===== src/rbct_pkg.sv =====
// Package for the received block contiguity tracker.
// Holds the id width and the outcome codes; no dependencies.
`default_nettype none

package rbct_pkg;

   localparam int ID_W = 16;

   // Outcome code returned with each result
   typedef enum logic [1:0] {
      OUT_FIRST   = 2'd0,
      OUT_STORED  = 2'd1,
      OUT_OLD     = 2'd2,
      OUT_DROPPED = 2'd3
   } outcome_type;

endpackage

`default_nettype wire


===== src/received_block_contiguity_tracker.sv =====
// Received block contiguity tracker: accepts one id per cycle while busy is low.
// Each id is registered, then compared with the run state, stored in the
// window bitmap and the run advanced combinationally before the result register.
// Synchronous reset clears the run state and bitmap; busy is high during reset.
// The receiver cannot stall: each result is shown for exactly one cycle.
`default_nettype none

module received_block_contiguity_tracker #(
   parameter int WINDOW = 64
) (
   input  wire logic                     clock,
   input  wire logic                     reset,
   input  wire logic                     start,
   output logic                          busy,
   input  wire logic [rbct_pkg::ID_W-1:0] req_block_id,
   output logic                          rsp_valid,
   output logic      [rbct_pkg::ID_W-1:0] rsp_run_end,
   output logic      [rbct_pkg::ID_W-1:0] rsp_highest_seen,
   output logic      [1:0]               rsp_outcome
);

   import rbct_pkg::*;

   localparam int IDX_W = (WINDOW > 1) ? $clog2(WINDOW) : 1;
   localparam int CNT_W = $clog2(WINDOW + 1);

   // Input stage
   logic               busy_ff;
   logic               req_vld_ff;
   logic [ID_W-1:0]    req_id_ff;

   // Tracker state
   logic               holds_any_ff, holds_any_in;
   logic [ID_W-1:0]    end_ff, end_in;
   logic [ID_W-1:0]    max_ff, max_in;
   logic [WINDOW-1:0]  map_ff, map_in;

   // Result stage
   logic               rsp_vld_ff;
   logic [ID_W-1:0]    rsp_end_ff;
   logic [ID_W-1:0]    rsp_max_ff;
   outcome_type        rsp_out_ff;
   outcome_type        outcome;

   // Compare and store
   logic [ID_W-1:0]    gap;
   logic [IDX_W-1:0]   idx;
   logic               is_old;
   logic               in_win;
   logic               is_dup;
   logic [WINDOW-1:0]  set_mask;
   logic [WINDOW-1:0]  map_set;
   logic [CNT_W-1:0]   run;
   logic [WINDOW-1:0]  map_adv;

   assign busy = busy_ff;

   // Input register
   always_ff @(posedge clock) begin
      if (reset) begin
         busy_ff    <= 1'b1;
         req_vld_ff <= 1'b0;
      end else begin
         busy_ff    <= 1'b0;
         req_vld_ff <= start && !busy_ff;
      end
      req_id_ff <= req_block_id;
   end

   // Distance above the run end, valid when the id is not old
   assign is_old = req_id_ff <= end_ff;
   assign gap    = req_id_ff - end_ff;
   assign in_win = gap <= ID_W'(WINDOW);
   assign idx    = IDX_W'(gap - ID_W'(1));
   assign is_dup = map_ff[idx];

   always_comb begin
      for (int i = 0; i < WINDOW; i++) begin
         set_mask[i] = (idx == IDX_W'(i));
      end
   end

   assign map_set = map_ff | set_mask;

   rbct_advance #(
      .WINDOW (WINDOW)
   ) u_advance (
      .map_i (map_set),
      .run_o (run),
      .map_o (map_adv)
   );

   // Next state and outcome
   always_comb begin
      holds_any_in = holds_any_ff;
      end_in       = end_ff;
      max_in       = max_ff;
      map_in       = map_ff;
      outcome      = OUT_OLD;
      if (req_vld_ff) begin
         if (!holds_any_ff) begin
            holds_any_in = 1'b1;
            end_in       = req_id_ff;
            max_in       = req_id_ff;
            map_in       = '0;
            outcome      = OUT_FIRST;
         end else if (is_old) begin
            outcome = OUT_OLD;
         end else if (!in_win) begin
            outcome = OUT_DROPPED;
         end else if (is_dup) begin
            outcome = OUT_OLD;
         end else begin
            outcome = OUT_STORED;
            if (req_id_ff > max_ff) begin
               max_in = req_id_ff;
            end
            if (gap == ID_W'(1)) begin
               end_in = end_ff + ID_W'(run);
               map_in = map_adv;
            end else begin
               map_in = map_set;
            end
         end
      end
   end

   // State and result registers
   always_ff @(posedge clock) begin
      if (reset) begin
         holds_any_ff <= 1'b0;
         end_ff       <= '0;
         max_ff       <= '0;
         map_ff       <= '0;
         rsp_vld_ff   <= 1'b0;
      end else begin
         holds_any_ff <= holds_any_in;
         end_ff       <= end_in;
         max_ff       <= max_in;
         map_ff       <= map_in;
         rsp_vld_ff   <= req_vld_ff;
      end
      rsp_end_ff <= end_in;
      rsp_max_ff <= max_in;
      rsp_out_ff <= outcome;
   end

   assign rsp_valid        = rsp_vld_ff;
   assign rsp_run_end      = rsp_end_ff;
   assign rsp_highest_seen = rsp_max_ff;
   assign rsp_outcome      = rsp_out_ff;

   // Every accepted id produces a result after the input and result registers
   a_resp_follows: assert property (@(posedge clock) disable iff (reset)
      (start && !busy) |=> ##1 rsp_valid)
      else $error("accepted id produced no result");

   // Bit 0 of the window would have advanced the run
   a_low_bit_clear: assert property (@(posedge clock) disable iff (reset)
      !map_ff[0])
      else $error("window bit 0 left set");

   // The run end only moves up once an id is held
   a_end_monotonic: assert property (@(posedge clock) disable iff (reset)
      (holds_any_ff && $past(holds_any_ff)) |-> (end_ff >= $past(end_ff)))
      else $error("run end moved down");

   // The run never reaches past the highest id held
   a_end_below_max: assert property (@(posedge clock) disable iff (reset)
      holds_any_ff |-> (end_ff <= max_ff))
      else $error("run end above highest id");

   // Nothing is held before the first id
   a_empty_before_first: assert property (@(posedge clock) disable iff (reset)
      !holds_any_ff |-> (map_ff == '0))
      else $error("window bits set before first id");

endmodule

`default_nettype wire


===== src/rbct_advance.sv =====
// Run advance unit: counts the trailing ones of the window bitmap and shifts
// the bitmap down past them. Depends on nothing but its parameter.
`default_nettype none

module rbct_advance #(
   parameter int WINDOW = 64
) (
   input  wire logic [WINDOW-1:0]             map_i,
   output logic      [$clog2(WINDOW+1)-1:0]   run_o,
   output logic      [WINDOW-1:0]             map_o
);

   localparam int CNT_W = $clog2(WINDOW + 1);

   logic [CNT_W-1:0] run;

   // Lowest clear bit; all ones means the whole window is consumed
   always_comb begin
      run = CNT_W'(WINDOW);
      for (int i = WINDOW - 1; i >= 0; i--) begin
         if (!map_i[i]) begin
            run = CNT_W'(i);
         end
      end
   end

   assign run_o = run;
   assign map_o = map_i >> run;

endmodule

`default_nettype wire


===== config.mk =====
export PLATFORM = sky130hd
export DESIGN_NAME = received_block_contiguity_tracker
export DESIGN_NICKNAME = d
export VERILOG_FILES = /design/src/rbct_pkg.sv /design/src/received_block_contiguity_tracker.sv /design/src/rbct_advance.sv
export SDC_FILE = /design/constraint.sdc
export NUM_CORES = 1
export LEC_CHECK = 0
export BUFFER_PORTS_ARGS = -buffer_cell sky130_fd_sc_hd__buf_2
export CORE_AREA = 10 10 243 245
export DETAILED_ROUTE_END_ITERATION = 8
export DIE_AREA = 0 0 253 255
export PLACE_DENSITY = 0.41
export SETUP_SLACK_MARGIN = 0.05
export SYNTH_ARGS = -nofsm -noshare
export SYNTH_HDL_FRONTEND = slang
export SYNTH_SLANG_ARGS = --single-unit

===== constraint.sdc =====
create_clock -name clock -period 6.5 [get_ports clock]
set_input_delay 0.325 -clock clock [delete_from_list [all_inputs] [get_ports clock]]
set_output_delay 0.325 -clock clock [all_outputs]
set_load 0.05 [all_outputs]

======== Yosys cells after proc, flatten, opt, wreduce, memory -nomap -nowiden ========
Cells that the tools add are included.
cells by class
  reduce and logical (&&, ||, !) cells .... 5
  $lt $le $gt $ge ......................... 4
  mux-type cells .......................... 88
  shifts and indexed selects .............. 1
  add/subtract/negate cells ............... 3
  bitwise gates (word level) .............. 3
  equal/unequal tests ..................... 67
operators with widths
  operator               number
  $mux W7                64
  $mux W64               5
  $eq A6 B6 Y1 const B   32
  $mux W16               12
  $eq A6 B5 Y1 const B   16
  $or A64 B64 Y64        1
  $shr A64 B7 Y64        1
  $eq A6 B4 Y1 const B   8
  $eq A6 B3 Y1 const B   4
  $add A16 B7 Y16        1
  $eq A16 B1 Y1 const B  1
  $gt A16 B16 Y1         1
  $le A16 B16 Y1         1
  $le A16 B7 Y1 const B  1
  $sub A16 B16 Y16       1
  $eq A6 B2 Y1 const B   2
  $mux W2                4
  $lt A6 B7 Y1 const B   1
  $bmux W1 S6            1
  $eq A6 B1 Y1 const B   1
  $logic_not A6 Y1       1
  $sub A6 B1 Y6 const B  1
  $ne A2 B2 Y1 const B   2
  $reduce_and A4 Y1      1
  6 further kinds        8
storage, ports and cells
  output and inout port bits .............. 36
  flip-flop bits (word level) ............. 150
  input port bits ......................... 19

======== Depth between registers and ports, before layout ========
Gate-level depths: netlist of the first run.
  depth after elaboration ................. 75
  mapped depth ............................ 37
  gate-level depth less buffers ........... 31

======== Cells and area by module ========
From an unflattened synthesis of the first run, not the netlist that was laid out.
second synthesis, totals
  cells, all modules ...................... 1630
  area, all modules ....................... 14002.2 um^2
modules (own cells, without submodules)
  module                             times used  cells an instance  area an instance (um^2)  sequential area each (um^2)
  received_block_contiguity_tracker  1           919                9022.4                   3002.9
  rbct_advance                       1           711                4979.8                   0.0

======== Worst setup path after synthesis of the first run ========
No wires, ideal clock.
  path kind ............................... reg2reg
  from .................................... register req_id_ff[0]
  to ...................................... register end_ff[9]
  arrival time ............................ 6573 ps
  buffers on the path ..................... 5
  stages on the path, launching flop included .. 36
  path slack .............................. -140 ps
  clock period less this slack ............ 6640 ps
  cells stage by stage .................... dfxtp_1 -> inv_1 -> ha_1 -> inv_1 -> fa_1 -> inv_1 -> ha_1 -> clkbuf_1 -> nand3_1 -> mux2_2 -> xnor2_4 -> a21oi_4 -> buf_4 -> a21oi_1 -> or4_1 -> o211ai_1 -> a311o_1 -> nand2_1 -> inv_2 -> buf_2 -> buf_2 -> clkbuf_1 -> ha_1 -> a21o_1 -> a21oi_1 -> o21bai_1 -> a21oi_1 -> nor2b_1 -> o21ai_0 -> nand2b_1 -> and3_1 -> nand2_1 -> inv_1 -> a31o_2 -> a21oi_1 -> nor2b_1
on the way
  longest elaborated chain between the ends .. 75
  elaborated cells on any way between the ends .. 143
  those cells by class .................... add/sub: 3; order compare: 2; eq/ne: 64; mux: 72; bitwise: 1; reduce/logical: 1
RTL lines
  what                      RTL line                                  RTL
  start: declaration        received_block_contiguity_tracker.sv:30   logic [ID_W-1:0] req_id_ff;
  start signal: assignment  received_block_contiguity_tracker.sv:67   req_id_ff <= req_block_id;
  $sub A16 B16 Y16          received_block_contiguity_tracker.sv:72   assign gap = req_id_ff - end_ff;
  $sub A6 B1 Y6             received_block_contiguity_tracker.sv:74   assign idx = IDX_W'(gap - ID_W'(1));
  $eq A6 B6 Y1              received_block_contiguity_tracker.sv:79   set_mask[i] = (idx == IDX_W'(i));
  $or A64 B64 Y64           received_block_contiguity_tracker.sv:83   assign map_set = map_ff | set_mask;
  $mux W7 (64 in a row)     rbct_advance.sv:21                        if (!map_i[i]) begin
  $add A16 B7 Y16           received_block_contiguity_tracker.sv:119  end_in = end_ff + ID_W'(run);
  $mux W16                  received_block_contiguity_tracker.sv:118  if (gap == ID_W'(1)) begin
  $mux W16                  received_block_contiguity_tracker.sv:111  end else if (is_dup) begin
  $mux W16                  received_block_contiguity_tracker.sv:109  end else if (!in_win) begin
  $mux W16 *                received_block_contiguity_tracker.sv:107  end else if (is_old) begin
  $mux W16 *                received_block_contiguity_tracker.sv:101  if (!holds_any_ff) begin
  $mux W16 *                received_block_contiguity_tracker.sv:100  if (req_vld_ff) begin
  named net end_in[9]       received_block_contiguity_tracker.sv:34   logic [ID_W-1:0] end_ff, end_in;
  end signal: assignment    received_block_contiguity_tracker.sv:138  end_ff <= end_in;
  end: declaration          received_block_contiguity_tracker.sv:34
The timed path passes the listed nets; every way through them passes the cells marked *. The select of a mux whose other input is x is not followed.
A chain may end at the register's enable or synchronous reset.

======== Worst setup path in the final report of the first run ========
  from .................................... register req_id_ff[0]
  to ...................................... register map_ff[13]
on the way
  longest elaborated chain between the ends .. 74
  elaborated cells on any way between the ends .. 146
  those cells by class .................... add/sub: 2; order compare: 2; eq/ne: 67; shift: 1; mux: 71; bitwise: 1; reduce/logical: 2
RTL lines
  what                    RTL line                                  RTL
  $sub A16 B16 Y16        received_block_contiguity_tracker.sv:72
  $sub A6 B1 Y6           received_block_contiguity_tracker.sv:74
  $eq A6 B6 Y1            received_block_contiguity_tracker.sv:79
  $or A64 B64 Y64         received_block_contiguity_tracker.sv:83
  $mux W7 (64 in a row)   rbct_advance.sv:21
  $shr A64 B7 Y64         rbct_advance.sv:28                        assign map_o = map_i >> run;
  $mux W64                received_block_contiguity_tracker.sv:118
  $mux W64                received_block_contiguity_tracker.sv:111
  $mux W64                received_block_contiguity_tracker.sv:109
  $mux W64                received_block_contiguity_tracker.sv:107
  $mux W64                received_block_contiguity_tracker.sv:101
  end signal: assignment  received_block_contiguity_tracker.sv:140  map_ff <= map_in;
  end: declaration        received_block_contiguity_tracker.sv:36   logic [WINDOW-1:0] map_ff, map_in;
Parallel ways exist; a longest one is shown, timed or not. The select of a mux whose other input is x is not followed.

==> results of run 1 <==
state kept, by name (all words and copies together) (netlist names):
name              count
busy                  1
end_ff               16
holds_any_ff          1
map_ff               64
max_ff               16
req_id_ff            16
req_vld_ff            1
rsp_highest_seen     16
rsp_outcome           2
rsp_run_end          16
rsp_valid             1
critical path, cell delays in order (launching register included):
cell	delay [ns]
dfxtp_1	0.33
inv_1	0.06
ha_1	0.21
inv_1	0.08
fa_2	0.45
buf_4	0.16
nand2b_1	0.18
nor2_4	0.21
o2111ai_4	0.21
buf_12	0.21
buf_4	0.15
a21oi_2	0.30
a21o_1	0.30
a2111oi_2	0.10
nor4_1	0.40
a311oi_4	0.21
buf_4	0.18
o21a_1	0.20
o21ai_0	0.17
o21ai_0	0.25
buf_4	0.22
mux2_2	0.27
mux2i_1	0.41
buf_4	0.20
o22ai_1	0.11
a221oi_2	0.36
buf_4	0.21
o21ai_1	0.06
cell usage in the layout (no fill, tap or decap), types with 25 or more instances in the layout:
master,synthesis,final
nor2b_1,45,45
a21oi_1,127,114
mux2_2,45,44
o21ai_0,110,106
nor2_1,133,132
o21ai_1,24,26
buf_2,28,55
inv_1,54,53
nand3_1,33,32
ha_1,44,43
mux4_2,25,25
buf_4,14,307
mux2i_1,110,110
a21o_1,27,27
dfxtp_1,150,150
a31oi_1,27,26
o22ai_1,55,55
nand2_1,158,157
nor3_1,39,35
cells by family (layout without fill, tap and decap cells):
kind of cell | after synthesis | count (layout) | synth area share, %
flops | 150 | 150 | 22.3
simple gates | 519 | 519 | 18.5
buf+inv | 159 | 484 | 5.71
xor+xnor | 17 | 17 | 2.00
mux | 185 | 185 | 16.7
fa+ha+maj | 46 | 46 | 4.39
compound gates | 598 | 600 | 30.5
final cells by class:
| cell class | count | area (µm²) | share of cell area [%] |
|---|---|---|---|
| clock buffers | 18 | 439 | 2.47 |
| clock inverters | 14 | 154 | 0.864 |
| inverters | 57 | 215 | 1.21 |
| multi-input cells | 1367 | 10100 | 56.6 |
| flip-flops and latches | 150 | 3000 | 16.9 |
| well taps | 704 | 881 | 4.94 |
| repair buffers | 395 | 3040 | 17.0 |
stage by stage:
| step | setup slack (ns) | utilization [%] | setup TNS [ns] |
|---|---|---|---|
| 6_report | 0.190 | 32.7 | 0 |
| 5_1_grt | -0.0239 | 32.7 | -0.0338 |
| 4_1_cts | 0.0439 | 31.7 | 0 |
| 3_5_place_dp | -0.0255 | 30.2 | -0.0391 |
| 3_3_place_gp | -0.0458 | 30.2 | -0.136 |
| 2_1_floorplan | 0.0666 | - | 0 |
power by group:
part / leakage, µW / internal, µW / total [µW] / switching (µW)
clock network: 0.000289 / 526 / 1050 / 521
logic: 0.00552 / 361 / 926 / 566
registers: 0.00122 / 947 / 965 / 17.9
total: 0.00703 / 1830 / 2940 / 1100
worst paths after layout:
path / start / endpoint / slack [ns] / depth (start not counted)
max reg2reg: req_id_ff[0] / map_ff[13] / 0.19 / 27
max: req_id_ff[0] / map_ff[13] / 0.19 / 27
min reg2reg: busy / req_vld_ff / 0.44 / 1
min: start / req_vld_ff / 0.14 / 2
timing repair:
action                                  in CTS  in global routing
gates resized for setup                      4                 68
setup buffers                                0                 26
pin swaps                                    0                 28
hold endpoints to repair                    16                  0
cloned                                       0                  3
endpoints found under the setup margin      14                 70
hold buffers                                16                  0
metal layers:
metal	wire, µm	vias up	global-route usage, %
met3	5660	145	3.17
met1	32200	7734	29.9
met5	0	-	0
met4	2950	0	8.71
li1	-	7002	-
met2	33300	778	35.6
==> results by group, run 1 <==
Floorplan
  • Core box area: ~54,000 µm²
  • Starting Density: about a quarter
  • Die width: 253 µm
  • Die height: around 260 µm
  • IO Pins: 55
  • Cell row count: 86
  • Die area: roughly 65,000 µm²

Finish
  • Final Non-Filler Cells: ~2,700
  • Fillers: 5,785
  • Finished Cell Area: 17,800 µm²
  • Antenna cells: 0
  • Final net count: between 2,000 and 2,500
  • Layout cells sized above 1: 30.0%
  • Area grow syn2layout: 32.4%

GRT
  • All-Layer GR Usage: 22.3%
  • Largest net degree at the start of global routing: 73
  • Total gr overflow: 0
  • First-pass GRT wire length: 106,000 µm
  • Initial antenna violation count: 0
  • Vias in the first global route: 15,000

Route
  • Post-route ant nets: 0
  • Wire per inst: 27.4 µm
  • DRC errors left: 0
  • Vias per cell: 5.79
  • Initial DRC Count: 1,694
  • Drt total wl: 74,100 µm
  • DR pass1 iterations: 6
  • DR vias: 15,700

Worst setup path
  • WP data arrival: 6.65 ns
  • Worst EP required: 6.84 ns
  • Endpoint class of the critical path: flop
  • Critical path class: reg2reg
  • Crit start category: flop
  • Crit-path max FO: 7

STA
  • Final cycle utilization of the critical path: 97.1%
  • Fmax: 158 MHz
  • Slew @ Worst Pin: between 1 and 1.5 ns
  • Max Slew Vio Count: 0
  • Fin. Hold Viols: 0
  • Hold WS: ~0.14 ns
  • Slew headroom: 32.3%
  • Min Tclk post-route: 6.31 ns
  • Final setup violation count: 0
  • RSZ-0062 raised after global routing: true
  • Max Clock Skew: ~0.026 ns

Synthesis
  • Mapped Avg Cell Area: approximately 8 µm²
  • Synth top area share: about 22%
  • Post-Syn Nets: 1,739
  • Most frequent cells after synthesis: nand2_1, dfxtp_1, nor2_1
  • Mapped Area: 13,500 µm²
  • Most used DFF post-synth: dfxtp_1
  • Yosys cell types: 109
  • Count leader, synth: nand2_1
  • Asr flop ratio synth: 0%
  • Synth area leaders: dfxtp_1, mux2i_1, a21oi_1
  • Ys Warns: 0
  • Post-synth EDFFs: 0
  • Syn Inst Count: roughly 1,700
  • Seq cells post-synth: 150
  • Cell taking the most area after synthesis: dfxtp_1
  • Seq/Total Area, Yosys: 22.3%

Pwr
  • Peak supply drop: approximately 170 µV
  • Tot Pwr: 2940 µW
  • Cell leakage power: 0.00703 µW
  • Power per standard cell area: 165 nW/µm²

Clocking
  • Clk sinks: 150
  • CTS buffer count: 17
  • Clk buf depth: 2
  • Worst-path clk slew: 0.07 ns
  • Clock Latency Late Sink: 0.47 ns
  • CTS tree: yes
  • CTS Root Cell: clkbuf_16
  • # H-tree levels: 4

Run
  • MaxCap Viol Count: 0

Place
  • DP Area: approximately 16,000 µm²
  • Gpl congestion: about 0.97
  • # port buffers: between 50 and 60
  • DP Cell Count: around 2,600
  • Hpwl dp: 58,000 µm

Outcome
  • Status: complete, no violations

Min path
  • Hold Path Class: in2reg
Note: power is estimated with default switching activity, not from simulation.
==> run 2: changes to the inputs <==
- CORE_AREA: 10 10 243 245 -> 10 10 239 241
- DIE_AREA: 0 0 253 255 -> 0 0 249 251
- PLACE_DENSITY: 0.41 -> 0.42
- SETUP_SLACK_MARGIN: 0.05 -> unset
==> run 2 against run 1 <==
Effect of this change:
- global-route usage decreased by 0.43 points
- sequential share of layout area up 0.42 points
- routed wire length down 3.5%
- first-iteration DRC count decreased by 9.3%
- clock power about the same
- non-clock buffer count decreased by 38
- largest cell class unchanged
- largest power group unchanged
- highest routed layer unchanged
==> results by group, run 2 (same netlist as run 1, synthesis figures left out) <==
Finish
  • Most frequent cells in the layout: buf_4, nand2_1, dfxtp_1 (unchanged)
  • Fillers: 5,585 (was 5,785)
  • Antenna cells: 0 (unchanged)
  • Most common cell after layout, fill and taps aside: buf_4 (unchanged)
  • Final net count: 2,013 (was 2,053)
  • Finished Cell Area: 17,400 µm² (was 17,800 µm²)
  • Area grow syn2layout: 29.2% (was 32.4%)
  • Final Non-Filler Cells: 2,649 (was 2,705)
  • Layout cells sized above 1: 28.4% (was 30.0%)
  • Max reg flops: 64 (unchanged)
  • Top reg by flops: map_ff (unchanged)

Clocking
  • CTS Root Cell: clkbuf_16 (unchanged)
  • Clk buf depth: 2 (unchanged)
  • Worst-path clk slew: 0.08 ns (was 0.07 ns)
  • CTS buffer count: 17 (unchanged)
  • CTS tree: yes (unchanged)
  • Clock Latency Late Sink: 0.49 ns (was 0.47 ns)
  • # H-tree levels: 4 (unchanged)
  • Clk sinks: 150 (unchanged)

Min path
  • Hold Path Class: in2reg (unchanged)

Worst setup path
  • Most used cell, CP: buf_4 (unchanged)
  • Worst EP required: 6.91 ns (was 6.84 ns)
  • Top Family by Delay on Critical Path: compound AO/OA/AOI/OAI gates (unchanged)
  • Crit-path max FO: 48 (was 7)
  • Crit start category: flop (unchanged)
  • Max stage delay on crit path: 0.53 ns (was 0.45 ns)
  • Endpoint class of the critical path: flop (unchanged)
  • Worst Path Buf+Inv: 9 (unchanged)
  • Critical path class: reg2reg (unchanged)
  • Crit path max-delay cell type: fa_2 (unchanged)
  • WP data arrival: 6.78 ns (was 6.65 ns)

Run
  • MaxCap Viol Count: 0 (unchanged)

Route
  • Wire per inst: 27.0 µm (was 27.4 µm)
  • DR pass1 iterations: 6 (unchanged)
  • Vias per cell: 5.77 (was 5.79)
  • WL met3: 5250 µm (was 5660 µm)
  • M1 WL: 31,400 µm (was 32,200 µm)
  • Routed wl met2: 31,900 µm (was 33,300 µm)
  • Post-route ant nets: 0 (unchanged)
  • Drt total wl: 71,500 µm (was 74,100 µm)
  • Top Metal Used: met4 (unchanged)
  • Initial DRC Count: 1,537 (was 1,694)
  • DRC errors left: 0 (unchanged)
  • DR vias: 15,300 (was 15,700)

Place
  • DP Cell Count: 2,592 (was 2,628)
  • DP Area: 16,200 µm² (was 16,500 µm²)
  • # port buffers: 54 (unchanged)
  • Hpwl dp: 56,700 µm (was 58,000 µm)
  • Gpl congestion: 1.00 (was 0.969)

GRT
  • Largest net degree at the start of global routing: 73 (unchanged)
  • First-pass GRT wire length: 103,000 µm (was 106,000 µm)
  • Total gr overflow: 0 (unchanged)
  • Initial antenna violation count: 2 (was 0)
  • Vias in the first global route: 14,800 (was 15,000)
  • All-Layer GR Usage: 21.9% (was 22.3%)

Pwr
  • Cell leakage power: 0.00680 µW (was 0.00703 µW)
  • Power share of the combinational group: 30.0% (was 31.5%)
  • Int Pwr: 1860 µW (was 1830 µW)
  • Peak supply drop: 188 µV (was 171 µV)
  • Clock group share of total power: 36.5% (was 35.6%)
  • Switching Fraction: 35.6% (was 37.6%)
  • Power share of the sequential group: 33.6% (was 32.8%)
  • Psw: 1030 µW (was 1100 µW)
  • Power per standard cell area: 166 nW/µm² (was 165 nW/µm²)

Floorplan
  • Cell row count: 84 (was 86)
  • IO Pins: 55 (unchanged)
  • Starting Density: 25.8% (was 24.7%)
  • Core box area: 52,200 µm² (was 54,400 µm²)
  • Die width: 249 µm (was 253 µm)
  • Die area: 62,500 µm² (was 64,500 µm²)
  • Die height: 251 µm (was 255 µm)

STA
  • Final setup violation count: 0 (unchanged)
  • Final cycle utilization of the critical path: 98.1% (was 97.1%)
  • Hold WS: 0.116 ns (was 0.143 ns)
  • Slew headroom: 37.6% (was 32.3%)
  • Max Clock Skew: 0.0145 ns (was 0.0263 ns)
  • Max Slew Vio Count: 0 (unchanged)
  • Fin. Hold Viols: 0 (unchanged)
  • Min Tclk post-route: 6.38 ns (was 6.31 ns)
  • RSZ-0062 raised after global routing: true (unchanged)
  • Fmax: 157 MHz (was 158 MHz)
  • Slew @ Worst Pin: 0.926 ns (was 1.00 ns)

Outcome
  • Status: complete, no violations (unchanged)
## run 2: stage by stage
| stage | util [%] | setup WS [ns] | power (µW) | TNS (ns) |
|---|---|---|---|---|
| 2_1_floorplan | - | 0.00343 | 1490 | 0 |
| 4_1_cts | 32.6 | 0.0536 | 2850 | 0 |
| 5_1_grt | 33.3 | -0.103 | 3000 | -0.333 |
| 3_5_place_dp | 31.1 | -0.140 | 1780 | -0.481 |
| 6_report | 33.3 | 0.121 | 2890 | 0 |
| 3_3_place_gp | 31.1 | -0.162 | 1780 | -0.402 |
## run 2: layer usage
layer | track usage [%] | vias to the layer above
met3 | 3.95 | 141
met1 | 28.9 | 7446
met2 | 34.5 | 749
met4 | 9.22 | 0
li1 | - | 6943
met5 | 0 | -
## run 2: path summary, 6_finish.rpt
path              cells after the start          from    endpoint  slack [ns]
setup / recovery                     27  req_id_ff[0]  map_ff[37]        0.12
hold reg to reg                       1          busy  req_vld_ff        0.43
hold / removal                        2         start  req_vld_ff        0.12
setup reg to reg                     27  req_id_ff[0]  map_ff[37]        0.12
## run 2: power by group through the flow
stage / Sequential, µW / Clock, µW / Combinational (µW)
floorplan: 1030 / 0 / 458
finish: 968 / 1050 / 865
global placement: 990 / 0 / 788
detailed placement: 990 / 0 / 788
global route: 971 / 1110 / 916
CTS: 969 / 1070 / 811
## run 2: final cells by class
cell class / instances / area, µm² / share of cell area (%)
clock buffer: 18 / 429 / 2.47
clock inverter: 14 / 163 / 0.936
inverter: 57 / 215 / 1.24
multi-input combinational: 1365 / 9990 / 57.5
sequential: 150 / 3000 / 17.3
tap: 688 / 861 / 4.95
timing repair buffer: 357 / 2720 / 15.6
## run 2: repair_timing
| item | in CTS | in global routing |
|---|---|---|
| resized for setup | 2 | 60 |
| buffers inserted | 3 | 6 |
| hold buffers | 16 | 0 |
| pin swaps | 2 | 12 |
| cloned | 0 | 0 |
| endpoints found under the hold margin | 16 | 0 |
| setup endpoints to repair | 9 | 53 |
==> run 3: changes to the inputs <==
- BUFFER_PORTS_ARGS: -buffer_cell sky130_fd_sc_hd__buf_2 -> unset
- DONT_BUFFER_PORTS: unset -> 1
- PLACE_DENSITY: 0.42 -> 0.41
- SLEW_MARGIN: unset -> 20
==> run 3 against run 2 <==
Effect of this change:
- first-iteration DRC count increased by 13%
- worst setup slack better by 0.028 ns
- maximum frequency up 0.44%
- critical path type unchanged
- routed wire length up 3.4%
- die area stayed put
- clock power about the same
- global-route usage up 0.62 points
==> results by group, run 3 (same netlist as run 1, synthesis figures left out) <==
GRT
  • All-Layer GR Usage: 22.5% (was 21.9%)
  • First-pass GRT wire length: 105,000 µm (was 103,000 µm)
  • Largest net degree at the start of global routing: 73 (unchanged)
  • Vias in the first global route: 14,700 (was 14,800)
  • Total gr overflow: 0 (unchanged)
  • Initial antenna violation count: 3 (was 2)

Run
  • MaxCap Viol Count: 0 (unchanged)

STA
  • Slew @ Worst Pin: 0.994 ns (was 0.926 ns)
  • Slew headroom: 33.0% (was 37.6%)
  • Fin. Hold Viols: 0 (unchanged)
  • TNS Setup: 0 ns (unchanged)
  • Max Clock Skew: 0.0183 ns (was 0.0145 ns)
  • Min Tclk post-route: 6.35 ns (was 6.38 ns)
  • Max Slew Vio Count: 0 (unchanged)
  • Final cycle utilization of the critical path: 97.7% (was 98.1%)
  • Final setup violation count: 0 (unchanged)
  • Fmax: 157 MHz (about the same)

Worst setup path
  • Max stage delay on crit path: 0.51 ns (was 0.53 ns)
  • Endpoint class of the critical path: flop (unchanged)
  • Most used cell, CP: buf_4 (unchanged)
  • Top Family by Delay on Critical Path: compound AO/OA/AOI/OAI gates (unchanged)
  • Worst EP required: 6.84 ns (was 6.91 ns)
  • Crit-path max FO: 23 (was 48)
  • Crit start category: flop (unchanged)
  • Critical path class: reg2reg (unchanged)
  • Worst Path Buf+Inv: 9 (unchanged)
  • WP data arrival: 6.69 ns (was 6.78 ns)
  • Crit path max-delay cell type: a2111oi_4 (was fa_2)

Floorplan
  • Die area: 62,500 µm² (unchanged)
  • Die width: 249 µm (unchanged)
  • Cell row count: 84 (unchanged)
  • Die height: 251 µm (unchanged)
  • Starting Density: 25.8% (unchanged)
  • IO Pins: 55 (unchanged)
  • Core box area: 52,200 µm² (unchanged)

Route
  • DRC errors left: 0 (unchanged)
  • Vias per cell: 5.80 (was 5.77)
  • Post-route ant nets: 0 (unchanged)
  • DR vias: 15,300 (about the same)
  • Drt total wl: 73,900 µm (was 71,500 µm)
  • Wire per inst: 28.0 µm (was 27.0 µm)
  • DR pass1 iterations: 8 (was 6)
  • Initial DRC Count: 1,732 (was 1,537)

Finish
  • Finished Cell Area: 17,500 µm² (was 17,400 µm²)
  • Most common cell after layout, fill and taps aside: buf_4 (unchanged)
  • Layout cells sized above 1: 28.4% (about the same)
  • Most frequent cells in the layout: buf_4, nand2_1, dfxtp_1 (unchanged)
  • Max reg flops: 64 (unchanged)
  • Top reg by flops: map_ff (unchanged)
  • Final net count: 2,002 (was 2,013)
  • Fillers: 5,524 (was 5,585)
  • Antenna cells: 0 (unchanged)
  • Area grow syn2layout: 30.4% (was 29.2%)

Clocking
  • CTS Root Cell: clkbuf_16 (unchanged)
  • Worst-path clk slew: 0.07 ns (was 0.08 ns)
  • CTS tree: yes (unchanged)
  • Clk sinks: 150 (unchanged)
  • Clock Latency Late Sink: 0.47 ns (was 0.49 ns)
  • # H-tree levels: 4 (unchanged)
  • CTS buffer count: 17 (unchanged)
  • Clk buf depth: 2 (unchanged)

Pwr
  • Clock group share of total power: 35.4% (was 36.5%)
  • Tot Pwr: 2870 µW (was 2890 µW)
  • Peak supply drop: 166 µV (was 188 µV)
  • Switching Fraction: 37.3% (was 35.6%)
  • Power share of the sequential group: 35.5% (was 33.6%)
  • Int Pwr: 1800 µW (was 1860 µW)
  • Power share of the combinational group: 29.1% (was 30.0%)
  • Cell leakage power: 0.00674 µW (was 0.00680 µW)
  • Power per standard cell area: 164 nW/µm² (was 166 nW/µm²)
  • Psw: 1070 µW (was 1030 µW)

Min path
  • Hold Path Class: in2reg (unchanged)

Outcome
  • Status: complete, no violations (unchanged)

Place
  • Gpl congestion: 0.980 (was 1.00)
  • Hpwl dp: 57,900 µm (was 56,700 µm)
  • DP Area: 16,200 µm² (about the same)
  • # port buffers: 0 (was 54)
run 3: cell count changes in the layout (fill, tap and decap cells not counted), sizes merged:
cell,delta
buf,-12
bufinv,-2
clkinv,+1
dlygate4sd3,+1
inv,+1
run 3: repair_timing:
action,in CTS,in global routing
setup endpoints to repair,26,72
buffers inserted,2,21
endpoints found under the hold margin,72,0
hold buffers,18,0
resized for setup,11,65
pin swaps,2,26
cloned,0,0
run 3: final timing paths:
kind                 from         end  slack [ns]  depth (start not counted)
min                 reset  map_ff[45]        0.04                          3
max reg2reg  req_id_ff[0]  map_ff[15]        0.15                         25
max          req_id_ff[0]  map_ff[15]        0.15                         25
min reg2reg    map_ff[13]  map_ff[13]        0.48                          2
run 3: final cells by class:
class	instances	area (µm²)	area share (%)
Clock buffer	18	429	2.45
Timing Repair Buffer	346	2790	15.9
Sequential cell	150	3000	17.1
Clock inverter	14	156	0.892
Inverter	57	215	1.23
Tap cell	688	861	4.91
Multi-Input combinational cell	1365	10100	57.5
run 3: per-stage QoR:
step / setup slack [ns] / hold slack [ns] / util, % / std cells
4_1_cts: 0.00575 / 0.0110 / 32.7 / 2617
3_3_place_gp: -0.344 / 0.353 / 31.0 / 2565
2_1_floorplan: 0.00343 / 0.353 / - / 1674
5_1_grt: -0.0663 / 0.0171 / 33.6 / 2638
3_5_place_dp: -0.278 / 0.353 / 31.0 / 2565
6_report: 0.150 / 0.0374 / 33.6 / 2638
run 3: power groups by stage:
| stage | Sequential [µW] | Combinational (µW) | Clock, µW |
|---|---|---|---|
| after floorplan | 1030 | 458 | 0 |
| after global placement | 1040 | 721 | 0 |
| after detailed placement | 1040 | 719 | 0 |
| after CTS | 1020 | 756 | 1040 |
| after global routing | 1020 | 884 | 1080 |
| final | 1020 | 836 | 1020 |
run 3: per-layer routing:
layer  share of wire, %  track usage (%)  vias up
met5                  0                0        -
met4                4.1             8.62        0
met3                6.8             3.61      143
met2                 45             35.5      673
met1                 44             30.2     7589
li1                   -                -     6904
run 3: worst reg2reg max path: stages, from the launching register on:
cell and delay (ns):
dfxtp_1 0.33, inv_1 0.06, ha_2 0.19, inv_1 0.07
fa_2 0.45, inv_2 0.09, ha_2 0.19, nand3b_1 0.10
mux2_4 0.34, xnor2_4 0.28, buf_4 0.33, a31oi_1 0.26
buf_4 0.22, nor4_1 0.24, buf_4 0.19, and3_1 0.23
o221ai_1 0.20, o21ai_4 0.20, buf_4 0.22, buf_4 0.34
mux2_2 0.44, buf_4 0.15, a32oi_1 0.22, o211ai_2 0.27
a2111oi_4 0.51, o21ai_1 0.09
